$ cat config.mk
export PLATFORM = sky130hd
export DESIGN_NAME = dac_output_guard_unit
export DESIGN_NICKNAME = d
export VERILOG_FILES = /design/src/design/dog_pkg.sv /design/src/design/dog_clip.sv /design/src/design/dog_wrap_reduce.sv /design/src/design/dac_output_guard_unit.sv
export SDC_FILE = /design/constraint.sdc
export NUM_CORES = 2
export LEC_CHECK = 0
export BUFFER_PORTS_ARGS = -buffer_cell sky130_fd_sc_hd__buf_4
export CAP_MARGIN = 10
export CORE_AREA = 2 2 527 738
export DETAILED_ROUTE_END_ITERATION = 6
export DIE_AREA = 0 0 529 740
export MAX_ROUTING_LAYER = met4
export PLACE_DENSITY = 0.72
export SYNTH_ARGS = -nofsm -noshare
export SYNTH_HDL_FRONTEND = slang
export SYNTH_HIERARCHICAL = 1
export SYNTH_SLANG_ARGS = --single-unit
export TNS_END_PERCENT = 20
$ cat constraint.sdc
create_clock -name clk -period 38.2 [get_ports clk]
set_clock_uncertainty 0.1 [all_clocks]
set_input_delay 11.46 -clock clk [delete_from_list [all_inputs] [get_ports clk]]
set_output_delay 11.46 -clock clk [all_outputs]
set_load 0.01 [all_outputs]
$ cat src/design/dog_pkg.sv
`default_nettype none

package dog_pkg;

    localparam int MODULES_DEF = 8;
    localparam int CHANNELS = 16;
    localparam int CHAN_STRIDE = 16;

    localparam int CFG_W = 23;
    localparam int CFG_IDX_W = 3;

    localparam logic [1:0] KIND_MODULE = 2'd0;
    localparam logic [1:0] KIND_SAMPLE = 2'd1;
    localparam logic [1:0] KIND_END = 2'd2;

    localparam logic [CFG_IDX_W-1:0] REG_LIMIT_NARROW = 3'd0;
    localparam logic [CFG_IDX_W-1:0] REG_LIMIT_MID = 3'd1;
    localparam logic [CFG_IDX_W-1:0] REG_LIMIT_WIDE = 3'd2;
    localparam logic [CFG_IDX_W-1:0] REG_MODULE_TYPES = 3'd3;
    localparam logic [CFG_IDX_W-1:0] REG_IO_RATE = 3'd4;
    localparam logic [CFG_IDX_W-1:0] REG_MEMORY_SLOTS = 3'd5;

    localparam logic [1:0] MTYPE_MID = 2'd1;
    localparam logic [1:0] MTYPE_WIDE = 2'd2;

    localparam logic [22:0] LIMIT_NARROW_RST = 23'd32767;
    localparam logic [22:0] LIMIT_MID_RST = 23'd131071;
    localparam logic [22:0] LIMIT_WIDE_RST = 23'd524287;
    localparam logic [15:0] MODULE_TYPES_RST = 16'd0;
    localparam logic [16:0] IO_RATE_RST = 17'd65536;
    localparam logic [8:0] MEMORY_SLOTS_RST = 9'd64;

    localparam logic [16:0] RATE_MAX = 17'd65536;
    localparam logic [8:0] SLOTS_MAX = 9'd256;
    localparam logic [3:0] WRITE_SAT = 4'd10;

    typedef struct packed {
        logic [23:0] value;
        logic        ovf;
    } clip_res_t;

    typedef struct packed {
        logic        busy;
        logic        done;
        logic [15:0] cycle_rem;
        logic [7:0]  slot_rem;
    } wrap_res_t;

endpackage

`default_nettype wire

$ cat src/design/dog_clip.sv
`default_nettype none

module dog_clip
(
    input  wire logic signed [31:0] value_in,
    input  wire logic [1:0]         mtype,
    input  wire logic [22:0]        limit_narrow,
    input  wire logic [22:0]        limit_mid,
    input  wire logic [22:0]        limit_wide,
    output dog_pkg::clip_res_t      res
);

    logic [22:0]        lim;
    logic signed [32:0] lim_pos;
    logic signed [32:0] lim_neg;
    logic signed [32:0] v_ext;
    logic               over_hi;
    logic               over_lo;

    always_comb
    begin
        case (mtype)
            dog_pkg::MTYPE_MID:  lim = limit_mid;
            dog_pkg::MTYPE_WIDE: lim = limit_wide;
            default:             lim = limit_narrow;
        endcase
    end

    assign lim_pos = $signed({10'd0, lim});
    assign lim_neg = 33'sd0 - lim_pos;
    assign v_ext = {value_in[31], value_in};
    assign over_hi = v_ext > lim_pos;
    assign over_lo = v_ext < lim_neg;

    always_comb
    begin
        res.ovf = over_hi || over_lo;
        if (over_hi)
        begin
            res.value = lim_pos[23:0];
        end
        else if (over_lo)
        begin
            res.value = lim_neg[23:0];
        end
        else
        begin
            res.value = value_in[23:0];
        end
    end

endmodule

`default_nettype wire

$ cat src/design/dog_wrap_reduce.sv
`default_nettype none

module dog_wrap_reduce
(
    input  wire logic        clk,
    input  wire logic        rst_n,
    input  wire logic        start,
    input  wire logic [15:0] cycle_val,
    input  wire logic [16:0] cycle_div,
    input  wire logic [7:0]  slot_val,
    input  wire logic [8:0]  slot_div,
    output dog_pkg::wrap_res_t res
);

    logic        busy_reg;
    logic        done_reg;
    logic [3:0]  step_reg;
    logic [16:0] rem_a_reg;
    logic [8:0]  rem_b_reg;
    logic [16:0] rem_a_next;
    logic [8:0]  rem_b_next;
    logic [17:0] sh_a;
    logic [9:0]  sh_b;
    logic [15:0] slot_ext;

    assign slot_ext = {8'd0, slot_val};

    // one quotient bit per cycle, msb first
    always_comb
    begin
        sh_a = {rem_a_reg, cycle_val[step_reg]};
        sh_b = {rem_b_reg, slot_ext[step_reg]};
        if (sh_a >= {1'b0, cycle_div})
        begin
            rem_a_next = 17'(sh_a - {1'b0, cycle_div});
        end
        else
        begin
            rem_a_next = sh_a[16:0];
        end
        if (sh_b >= {1'b0, slot_div})
        begin
            rem_b_next = 9'(sh_b - {1'b0, slot_div});
        end
        else
        begin
            rem_b_next = sh_b[8:0];
        end
    end

    always_ff @(posedge clk or negedge rst_n)
    begin
        if (!rst_n)
        begin
            busy_reg <= 1'b0;
            done_reg <= 1'b0;
            step_reg <= 4'd0;
            rem_a_reg <= 17'd0;
            rem_b_reg <= 9'd0;
        end
        else if (start)
        begin
            busy_reg <= 1'b1;
            done_reg <= 1'b0;
            step_reg <= 4'd15;
            rem_a_reg <= 17'd0;
            rem_b_reg <= 9'd0;
        end
        else if (busy_reg)
        begin
            rem_a_reg <= rem_a_next;
            rem_b_reg <= rem_b_next;
            step_reg <= step_reg - 4'd1;
            if (step_reg == 4'd0)
            begin
                busy_reg <= 1'b0;
                done_reg <= 1'b1;
            end
        end
        else
        begin
            done_reg <= 1'b0;
        end
    end

    assign res.busy = busy_reg;
    assign res.done = done_reg;
    assign res.cycle_rem = rem_a_reg[15:0];
    assign res.slot_rem = rem_b_reg[7:0];

endmodule

`default_nettype wire

$ cat src/design/dac_output_guard_unit.sv
// an input beat is registered into stage one, then into the output registers
// throughput: one item per cycle, sustained with out_ready held high and no
// config write; a write to io_rate or memory_slots stalls input while the wrap
// remainders are recomputed one bit per cycle, any other write while cfg_we is high
// reset restores register defaults, sets the output enable and clears module
// enables, counters and status; overflow counters read zero via valid bits
`default_nettype none

module dac_output_guard_unit
#(
    parameter int MODULES = dog_pkg::MODULES_DEF
)
(
    input  wire logic                            clk,
    input  wire logic                            rst_n,
    input  wire logic                            in_valid,
    output logic                                 in_ready,
    input  wire logic [1:0]                      kind,
    input  wire logic [2:0]                      module_req,
    input  wire logic [3:0]                      channel,
    input  wire logic signed [16:0]              tag_cycle,
    input  wire logic signed [31:0]              sample,
    input  wire logic                            timing_error,
    output logic                                 out_valid,
    input  wire logic                            out_ready,
    output logic signed [23:0]                   dac_value,
    output logic                                 overflow,
    output logic                                 forced_zero,
    output logic                                 clear_sample,
    output logic [31:0]                          overflow_count,
    output logic                                 module_ok,
    output logic [7:0]                           enable_mask,
    output logic                                 cycle_status,
    output logic [15:0]                          next_cycle,
    output logic [7:0]                           next_slot,
    output logic [3:0]                           write_enable_count,
    input  wire logic                            cfg_we,
    input  wire logic [dog_pkg::CFG_IDX_W-1:0]   cfg_index,
    input  wire logic [dog_pkg::CFG_W-1:0]       cfg_data
);

    localparam int MOD_W = (MODULES > 1) ? $clog2(MODULES) : 1;
    localparam int DEPTH = MODULES * dog_pkg::CHAN_STRIDE;
    localparam int ADDR_W = $clog2(DEPTH);
    localparam logic [3:0] MOD_LIM = 4'(MODULES);
    localparam logic [4:0] CH_LIM = 5'(dog_pkg::CHANNELS);

    // configuration
    logic [22:0] limit_narrow_reg;
    logic [22:0] limit_mid_reg;
    logic [22:0] limit_wide_reg;
    logic [15:0] module_types_reg;
    logic [16:0] io_rate_reg;
    logic [8:0]  memory_slots_reg;

    // guard state
    logic        output_enable_reg;
    logic [7:0]  module_enable_reg;
    logic [15:0] missed_reg [MODULES];
    logic [15:0] expected_cycle_reg;
    logic [15:0] cycle_mod_reg;
    logic [7:0]  slot_index_reg;
    logic [7:0]  slot_mod_reg;
    logic [3:0]  written_cycles_reg;
    logic        status_flag_reg;

    // overflow counters
    logic [31:0]      ovf_mem [DEPTH];
    logic [DEPTH-1:0] ovf_vld_reg;

    // stage one
    logic              s1_valid_reg;
    logic [1:0]        s1_kind_reg;
    logic [2:0]        s1_m_reg;
    logic [3:0]        s1_c_reg;
    logic [16:0]       s1_tag_reg;
    logic signed [31:0] s1_sample_reg;
    logic              s1_terr_reg;
    logic [31:0]       s1_rd_reg;
    logic              s1_byp_reg;
    logic [31:0]       s1_byp_data_reg;

    // result
    logic              out_valid_reg;
    logic [23:0]       dac_value_reg;
    logic              overflow_reg;
    logic              forced_zero_reg;
    logic              clear_sample_reg;
    logic [31:0]       overflow_count_reg;
    logic              module_ok_reg;
    logic [7:0]        enable_mask_reg;
    logic              cycle_status_reg;
    logic [15:0]       next_cycle_reg;
    logic [7:0]        next_slot_reg;
    logic [3:0]        write_enable_count_reg;

    logic              in_accept;
    logic              s1_fire;
    logic              wrap_start;
    dog_pkg::wrap_res_t wrap;
    dog_pkg::clip_res_t clip;

    logic [6:0]        in_addr7;
    logic [ADDR_W-1:0] in_addr;
    logic [6:0]        s1_addr7;
    logic [ADDR_W-1:0] s1_addr;
    logic [MOD_W-1:0]  s1_midx;
    logic              m_ok;
    logic              c_ok;
    logic [7:0]        mbit;
    logic [15:0]       types_sh;
    logic [15:0]       missed_cur;
    logic [16:0]       rate_eff;
    logic [8:0]        slots_eff;
    logic [16:0]       cyc_inc;
    logic [8:0]        slot_inc;
    logic              forced;
    logic signed [31:0] v_pre;
    logic [31:0]       cnt_old;

    logic              oe_next;
    logic [7:0]        men_next;
    logic              missed_we;
    logic [15:0]       missed_next;
    logic              status_next;
    logic [15:0]       ec_next;
    logic [15:0]       cmod_next;
    logic [7:0]        sl_next;
    logic [7:0]        smod_next;
    logic [3:0]        wc_next;
    logic              mem_we;
    logic [31:0]       cnt_new;

    logic [23:0]       dac_value_next;
    logic              overflow_next;
    logic              forced_zero_next;
    logic              clear_sample_next;
    logic [31:0]       overflow_count_next;
    logic              module_ok_next;
    logic              cycle_status_next;
    logic [15:0]       next_cycle_next;
    logic [7:0]        next_slot_next;

    assign s1_fire = s1_valid_reg && (!out_valid_reg || out_ready);
    assign in_ready = !wrap.busy && !cfg_we && (!s1_valid_reg || s1_fire);
    assign in_accept = in_valid && in_ready;
    assign wrap_start = cfg_we
        && ((cfg_index == dog_pkg::REG_IO_RATE) || (cfg_index == dog_pkg::REG_MEMORY_SLOTS));

    assign in_addr7 = {module_req, channel};
    assign in_addr = in_addr7[ADDR_W-1:0];
    assign s1_addr7 = {s1_m_reg, s1_c_reg};
    assign s1_addr = s1_addr7[ADDR_W-1:0];
    assign s1_midx = s1_m_reg[MOD_W-1:0];
    assign m_ok = {1'b0, s1_m_reg} < MOD_LIM;
    assign c_ok = {1'b0, s1_c_reg} < CH_LIM;
    assign mbit = 8'd1 << s1_m_reg;
    assign types_sh = module_types_reg >> {s1_m_reg, 1'b0};
    assign missed_cur = m_ok ? missed_reg[s1_midx] : 16'd0;

    assign rate_eff = ((io_rate_reg == 17'd0) || (io_rate_reg > dog_pkg::RATE_MAX))
        ? dog_pkg::RATE_MAX : io_rate_reg;
    assign slots_eff = ((memory_slots_reg == 9'd0) || (memory_slots_reg > dog_pkg::SLOTS_MAX))
        ? dog_pkg::SLOTS_MAX : memory_slots_reg;
    assign cyc_inc = {1'b0, cycle_mod_reg} + 17'd1;
    assign slot_inc = {1'b0, slot_mod_reg} + 9'd1;

    assign forced = (missed_cur != 16'd0) || !output_enable_reg;
    assign v_pre = forced ? 32'sd0 : s1_sample_reg;
    assign cnt_old = s1_byp_reg ? s1_byp_data_reg
        : (ovf_vld_reg[s1_addr] ? s1_rd_reg : 32'd0);

    dog_clip u_clip
    (
        .value_in     (v_pre),
        .mtype        (types_sh[1:0]),
        .limit_narrow (limit_narrow_reg),
        .limit_mid    (limit_mid_reg),
        .limit_wide   (limit_wide_reg),
        .res          (clip)
    );

    dog_wrap_reduce u_wrap
    (
        .clk       (clk),
        .rst_n     (rst_n),
        .start     (wrap_start),
        .cycle_val (expected_cycle_reg),
        .cycle_div (rate_eff),
        .slot_val  (slot_index_reg),
        .slot_div  (slots_eff),
        .res       (wrap)
    );

    always_comb
    begin
        oe_next = output_enable_reg;
        men_next = module_enable_reg;
        missed_we = 1'b0;
        missed_next = (missed_cur == 16'hffff) ? missed_cur : missed_cur + 16'd1;
        status_next = status_flag_reg;
        ec_next = expected_cycle_reg;
        cmod_next = cycle_mod_reg;
        sl_next = slot_index_reg;
        smod_next = slot_mod_reg;
        wc_next = written_cycles_reg;
        mem_we = 1'b0;
        cnt_new = cnt_old;

        dac_value_next = 24'd0;
        overflow_next = 1'b0;
        forced_zero_next = 1'b0;
        clear_sample_next = 1'b0;
        overflow_count_next = 32'd0;
        module_ok_next = 1'b0;
        cycle_status_next = 1'b0;
        next_cycle_next = 16'd0;
        next_slot_next = 8'd0;

        case (s1_kind_reg)
            dog_pkg::KIND_MODULE:
            begin
                if (s1_terr_reg)
                begin
                    oe_next = 1'b0;
                end
                if (m_ok)
                begin
                    if (s1_tag_reg == {1'b0, expected_cycle_reg})
                    begin
                        men_next = module_enable_reg | mbit;
                        module_ok_next = 1'b1;
                    end
                    else
                    begin
                        men_next = module_enable_reg & ~mbit;
                        missed_we = 1'b1;
                    end
                end
            end
            dog_pkg::KIND_SAMPLE:
            begin
                if (!m_ok || !c_ok)
                begin
                    forced_zero_next = 1'b1;
                end
                else
                begin
                    forced_zero_next = forced;
                    clear_sample_next = !forced;
                    if (forced)
                    begin
                        status_next = 1'b1;
                    end
                    if (clip.ovf)
                    begin
                        cnt_new = (cnt_old == 32'hffff_ffff) ? cnt_old : cnt_old + 32'd1;
                        mem_we = 1'b1;
                    end
                    overflow_next = clip.ovf;
                    dac_value_next = output_enable_reg ? clip.value : 24'd0;
                    overflow_count_next = cnt_new;
                end
            end
            dog_pkg::KIND_END:
            begin
                cycle_status_next = status_flag_reg;
                status_next = 1'b0;
                cmod_next = (cyc_inc == rate_eff) ? 16'd0 : cyc_inc[15:0];
                smod_next = (slot_inc == slots_eff) ? 8'd0 : slot_inc[7:0];
                ec_next = cmod_next;
                sl_next = smod_next;
                if (written_cycles_reg < dog_pkg::WRITE_SAT)
                begin
                    wc_next = written_cycles_reg + 4'd1;
                end
                next_cycle_next = ec_next;
                next_slot_next = sl_next;
            end
            default:
            begin
            end
        endcase
    end

    always_ff @(posedge clk or negedge rst_n)
    begin
        if (!rst_n)
        begin
            limit_narrow_reg <= dog_pkg::LIMIT_NARROW_RST;
            limit_mid_reg <= dog_pkg::LIMIT_MID_RST;
            limit_wide_reg <= dog_pkg::LIMIT_WIDE_RST;
            module_types_reg <= dog_pkg::MODULE_TYPES_RST;
            io_rate_reg <= dog_pkg::IO_RATE_RST;
            memory_slots_reg <= dog_pkg::MEMORY_SLOTS_RST;
            output_enable_reg <= 1'b1;
            module_enable_reg <= 8'd0;
            for (int i = 0; i < MODULES; i++)
            begin
                missed_reg[i] <= 16'd0;
            end
            expected_cycle_reg <= 16'd0;
            cycle_mod_reg <= 16'd0;
            slot_index_reg <= 8'd0;
            slot_mod_reg <= 8'd0;
            written_cycles_reg <= 4'd0;
            status_flag_reg <= 1'b0;
            ovf_vld_reg <= '0;
            s1_valid_reg <= 1'b0;
            s1_byp_reg <= 1'b0;
            out_valid_reg <= 1'b0;
        end
        else
        begin
            if (cfg_we)
            begin
                case (cfg_index)
                    dog_pkg::REG_LIMIT_NARROW: limit_narrow_reg <= cfg_data;
                    dog_pkg::REG_LIMIT_MID:    limit_mid_reg <= cfg_data;
                    dog_pkg::REG_LIMIT_WIDE:   limit_wide_reg <= cfg_data;
                    dog_pkg::REG_MODULE_TYPES: module_types_reg <= cfg_data[15:0];
                    dog_pkg::REG_IO_RATE:      io_rate_reg <= cfg_data[16:0];
                    dog_pkg::REG_MEMORY_SLOTS: memory_slots_reg <= cfg_data[8:0];
                    default:
                    begin
                    end
                endcase
            end

            if (wrap.done)
            begin
                cycle_mod_reg <= wrap.cycle_rem;
                slot_mod_reg <= wrap.slot_rem;
            end
            else if (s1_fire)
            begin
                cycle_mod_reg <= cmod_next;
                slot_mod_reg <= smod_next;
            end

            if (s1_fire)
            begin
                output_enable_reg <= oe_next;
                module_enable_reg <= men_next;
                if (missed_we)
                begin
                    missed_reg[s1_midx] <= missed_next;
                end
                status_flag_reg <= status_next;
                expected_cycle_reg <= ec_next;
                slot_index_reg <= sl_next;
                written_cycles_reg <= wc_next;
                if (mem_we)
                begin
                    ovf_vld_reg[s1_addr] <= 1'b1;
                end
            end

            if (in_accept)
            begin
                s1_valid_reg <= 1'b1;
                s1_byp_reg <= s1_fire && mem_we && (s1_addr == in_addr);
            end
            else if (s1_fire)
            begin
                s1_valid_reg <= 1'b0;
            end

            if (s1_fire)
            begin
                out_valid_reg <= 1'b1;
            end
            else if (out_ready)
            begin
                out_valid_reg <= 1'b0;
            end
        end
    end

    // overflow counter memory, at most one write and one registered read per cycle
    always_ff @(posedge clk)
    begin
        if (s1_fire && mem_we)
        begin
            ovf_mem[s1_addr] <= cnt_new;
        end
        if (in_accept)
        begin
            s1_rd_reg <= ovf_mem[in_addr];
        end
    end

    always_ff @(posedge clk)
    begin
        if (in_accept)
        begin
            s1_kind_reg <= kind;
            s1_m_reg <= module_req;
            s1_c_reg <= channel;
            s1_tag_reg <= tag_cycle;
            s1_sample_reg <= sample;
            s1_terr_reg <= timing_error;
            s1_byp_data_reg <= cnt_new;
        end
        if (s1_fire)
        begin
            dac_value_reg <= dac_value_next;
            overflow_reg <= overflow_next;
            forced_zero_reg <= forced_zero_next;
            clear_sample_reg <= clear_sample_next;
            overflow_count_reg <= overflow_count_next;
            module_ok_reg <= module_ok_next;
            enable_mask_reg <= men_next;
            cycle_status_reg <= cycle_status_next;
            next_cycle_reg <= next_cycle_next;
            next_slot_reg <= next_slot_next;
            write_enable_count_reg <= wc_next;
        end
    end

    assign out_valid = out_valid_reg;
    assign dac_value = dac_value_reg;
    assign overflow = overflow_reg;
    assign forced_zero = forced_zero_reg;
    assign clear_sample = clear_sample_reg;
    assign overflow_count = overflow_count_reg;
    assign module_ok = module_ok_reg;
    assign enable_mask = enable_mask_reg;
    assign cycle_status = cycle_status_reg;
    assign next_cycle = next_cycle_reg;
    assign next_slot = next_slot_reg;
    assign write_enable_count = write_enable_count_reg;

    // no beat taken while wrap remainders are rebuilt
    a_busy_blocks: assert property (@(posedge clk) disable iff (!rst_n)
        wrap.busy |-> !in_ready)
        else $error("input accepted during wrap recompute");

    a_wec_sat: assert property (@(posedge clk) disable iff (!rst_n)
        out_valid |-> (write_enable_count <= dog_pkg::WRITE_SAT))
        else $error("write enable count above saturation");

    a_forced_zero: assert property (@(posedge clk) disable iff (!rst_n)
        (out_valid && forced_zero) |-> (dac_value == 24'sd0))
        else $error("forced sample drives nonzero value");

    a_ovf_count: assert property (@(posedge clk) disable iff (!rst_n)
        (out_valid && overflow) |-> (overflow_count != 32'd0))
        else $error("clipped sample with zero overflow count");

endmodule

`default_nettype wire
==> results.toml <==
[floorplan]
core-area_mm2 = 0.385
io_pins = 189
std_cell_rows = 270
start_util_pct = 49.7
die_h_um = 740
die_area_mm2 = 0.391
die_w_um = 529

[clocking]
clock_sinks = 4780
htreeDepth = 5
path_clk_slew_ns = 0.06
cts_buffers = 406
clockBufferDepth = 4
cts_tree = "done"
cts_resized = 0
worstSkewPairLatency_ns = 0.96
hold_buffers = 0
ctsRootBufferMaster = "clkbuf_16"
post_cts_buffers = 0

[detailed_routing]
drc = 0
viasPerCell = 6.36
dr.pass1.iters = 6
postRouteAntennaNets = 0
wl_um = 481000
initialDrtViolationCount = 11700
avgRoutedWirePerCell_um = 32.2
vias = 95000

[global_route]
gr-total-overflow = 0
grt_max_degree = 176
grt_usage_pct = 25.0
grt_pass1_vias = 97000
antenna_found_initial = 38
grt_pass1_wl_um = 685000

[layout]
final_nets = 9682
fin_util_pct = 55.7
largest_register_ff_count = 4096
n_fill_cell = 27900
area_delta_synth_final_pct = 12.0
drive_gt1_share_pct = 32.2

[synth]
syn_inst = 9110
synth_nets = 9292
synth_warnings = 6
yosys_register_bits = 4780
synth-async-reset-ratio_pct = 9.71
synth_edf_count = 4316
synth.largest_area_cell = "edfxtp_1"
yosys.area.top_type_share_pct = 67.7
ys_types = 109
synthFlopType = "edfxtp_1"
syn_area_mm2 = 0.192
synth_seq_area_share_pct = 73.8
syn_area_per_cell_um2 = 21.0
synth_area_leaders = "edfxtp_1 (68%), mux4_2 (16%), dfrtp_1 (5.4%), mux2_2 (1.7%), dfstp_2 (0.74%)"

[critical_path]
critical_path_depth = 4
crit_chain = "buf_4 -> nand2b_1 -> o21a_1 -> buf_4"
crit_path_start_kind = "primary input"
slowest_delay_ns = 0.21
cpMaxStageDelayCell = "o21a_1"
end_kind = "primary output"
cpLargestDelayFamily = "buffers and inverters"
r2r_cells = 30
crit_fanout = 4
worstSetupPathType = "primary input to primary output"
crit_top_cell = "buf_4"
cp_data_required_time_ns = 26.64
rrSetupSlack_ns = 24.48
worst-path-buf-inv = 2
arrival_ns = 12.11

[power]
p_leak_nw = 71.2
switching_power_mw = 2.61
swShare_pct = 23.2
p_comb_share_pct = 10.0
p_clk_share_pct = 37.3
irDropWorstVdd_uv = 38.5
p_int_mw = 8.63
power.density_mw_per_mm2 = 52.4
p_seq_share_pct = 52.7

[sta]
max_slew.worst_pin.slew_ns = 1.31
final.period_utilization_pct = 62.0
drv_slew = 0
max_freq_ghz = 0.0422
period_needed_ns = 23.67
timing.slew.headroom_pct = 12.5
finalHoldViolations = 0
rsz0062_at_grt = "no"
fin_setup_tns_ns = 0
setup_viol = 0

[place]
placement.io_buffers = 188
dp_hpwl_um = 280000
gp_congestion = 0.901

[min_path]
hp-class = "register to register"
min_path_cells = 1

[outcome]
status = "finished clean"

[flow_run]
maxCapViolations = 0
layer usage:
layer | share of wire, % | GRT usage (%)
met5 | 0 | -
met4 | 4.8 | 10.5
met3 | 8.6 | 4.05
met2 | 52 | 42.3
met1 | 35 | 29.9
final timing paths:
kind | to | start
max | in_ready | out_ready
min | output_enable_reg | s1_terr_reg
max reg2reg | ovf_mem[3][0] | s1_m_reg[1]
min reg2reg | output_enable_reg | s1_terr_reg
max in group asynchronous | ovf_vld_reg[102] | rst_n
min in group asynchronous | slot_index_reg[1] | rst_n
final cells by class:
type                    count  area, um2  share of cell area, %
clock buffers             504      10800                   5.03
well taps                5032       6300                   2.94
diodes                     74        185                 0.0863
inverters                  85        327                  0.152
repair buffers            491       3840                   1.79
clock inverters           240       2540                   1.18
multi-input cells        3736      49200                   23.0
flip-flops and latches   4780     141000                   65.9
metrics by stage:
step	setup WS, ns	cell area, um2	hold WS [ns]	std cells	total power, mW
6_report	14.53	214000	0.305	14900	11.2
5_1_grt	14.49	214000	0.313	14900	11.6
4_1_cts	14.53	214000	0.307	14900	11.3
3_5_place_dp	14.53	201000	0.303	14100	7.14
3_3_place_gp	14.52	201000	0.293	14100	7.10
2_1_floorplan	14.81	192000	0.270	9110	6.80
logic make-up after synthesis:
kind of cell / synth area share [%]
flip-flops: 73.8
buffers and inverters: 1.30
AO/OA/AOI/OAI: 2.21
multiplexers: 18.4
adder cells (fa/ha/maj): 0.614
XOR/XNOR: 0.670
AND/OR/NAND/NOR: 3.06
cells in the mapped netlist (7+ instances only):
cell / number
a211oi_1: 39
mux4_2: 1382
a221o_1: 7
a22oi_1: 44
nand3_1: 69
nor2b_1: 54
and4_1: 12
o21ai_0: 113
a211o_1: 17
inv_1: 82
a21oi_1: 121
buf_1: 96
o211ai_1: 16
buf_2: 42
a21o_1: 49
mux2i_1: 80
and3_1: 51
ha_1: 90
buf_4: 28
nand2_1: 238
clkbuf_1: 329
nand3b_1: 12
or2_2: 154
xnor2_1: 61
dfstp_2: 54
a221oi_1: 31
o2111ai_1: 10
mux2_2: 288
nor2_1: 316
buf_6: 14
nor4_1: 33
a22o_1: 10
o31ai_1: 7
nand2b_1: 31
dfrtp_1: 410
and2_1: 56
a31oi_1: 21
o21ai_1: 12
nand4_1: 33
xor2_1: 62
edfxtp_1: 4316
nor3_1: 40
nor3b_1: 14
o21a_1: 15
power groups by stage:
stage / Combinational (mW) / Sequential [mW] / Clock, mW
2_1_floorplan: 0.779 / 6.02 / 0
3_3_place_gp: 1.07 / 6.03 / 0
3_5_place_dp: 1.10 / 6.03 / 0
4_1_cts: 1.11 / 5.92 / 4.25
5_1_grt: 1.20 / 5.93 / 4.42
6_report: 1.12 / 5.92 / 4.19
layout by cell type (no fill, tap or decap), types with 52 or more instances in the layout:
cell	synthesis	layout
mux2i_1	80	79
nor2_1	316	187
dfrtp_1	410	408
and2_1	56	56
clkinv_2	0	68
buf_4	28	476
nor2b_1	54	52
nand2_1	238	230
mux2_2	288	287
dfstp_2	54	54
or2_2	154	154
inv_1	82	81
o21ai_0	113	112
a21oi_1	121	119
clkbuf_16	0	415
nor2_4	0	128
diode_2	0	74
clkinv_1	3	81
nand3_1	69	69
mux4_2	1382	1382
edfxtp_1	4316	4316
ha_1	90	90
clkbuf_1	329	83
(Power assumes the default switching activity.)
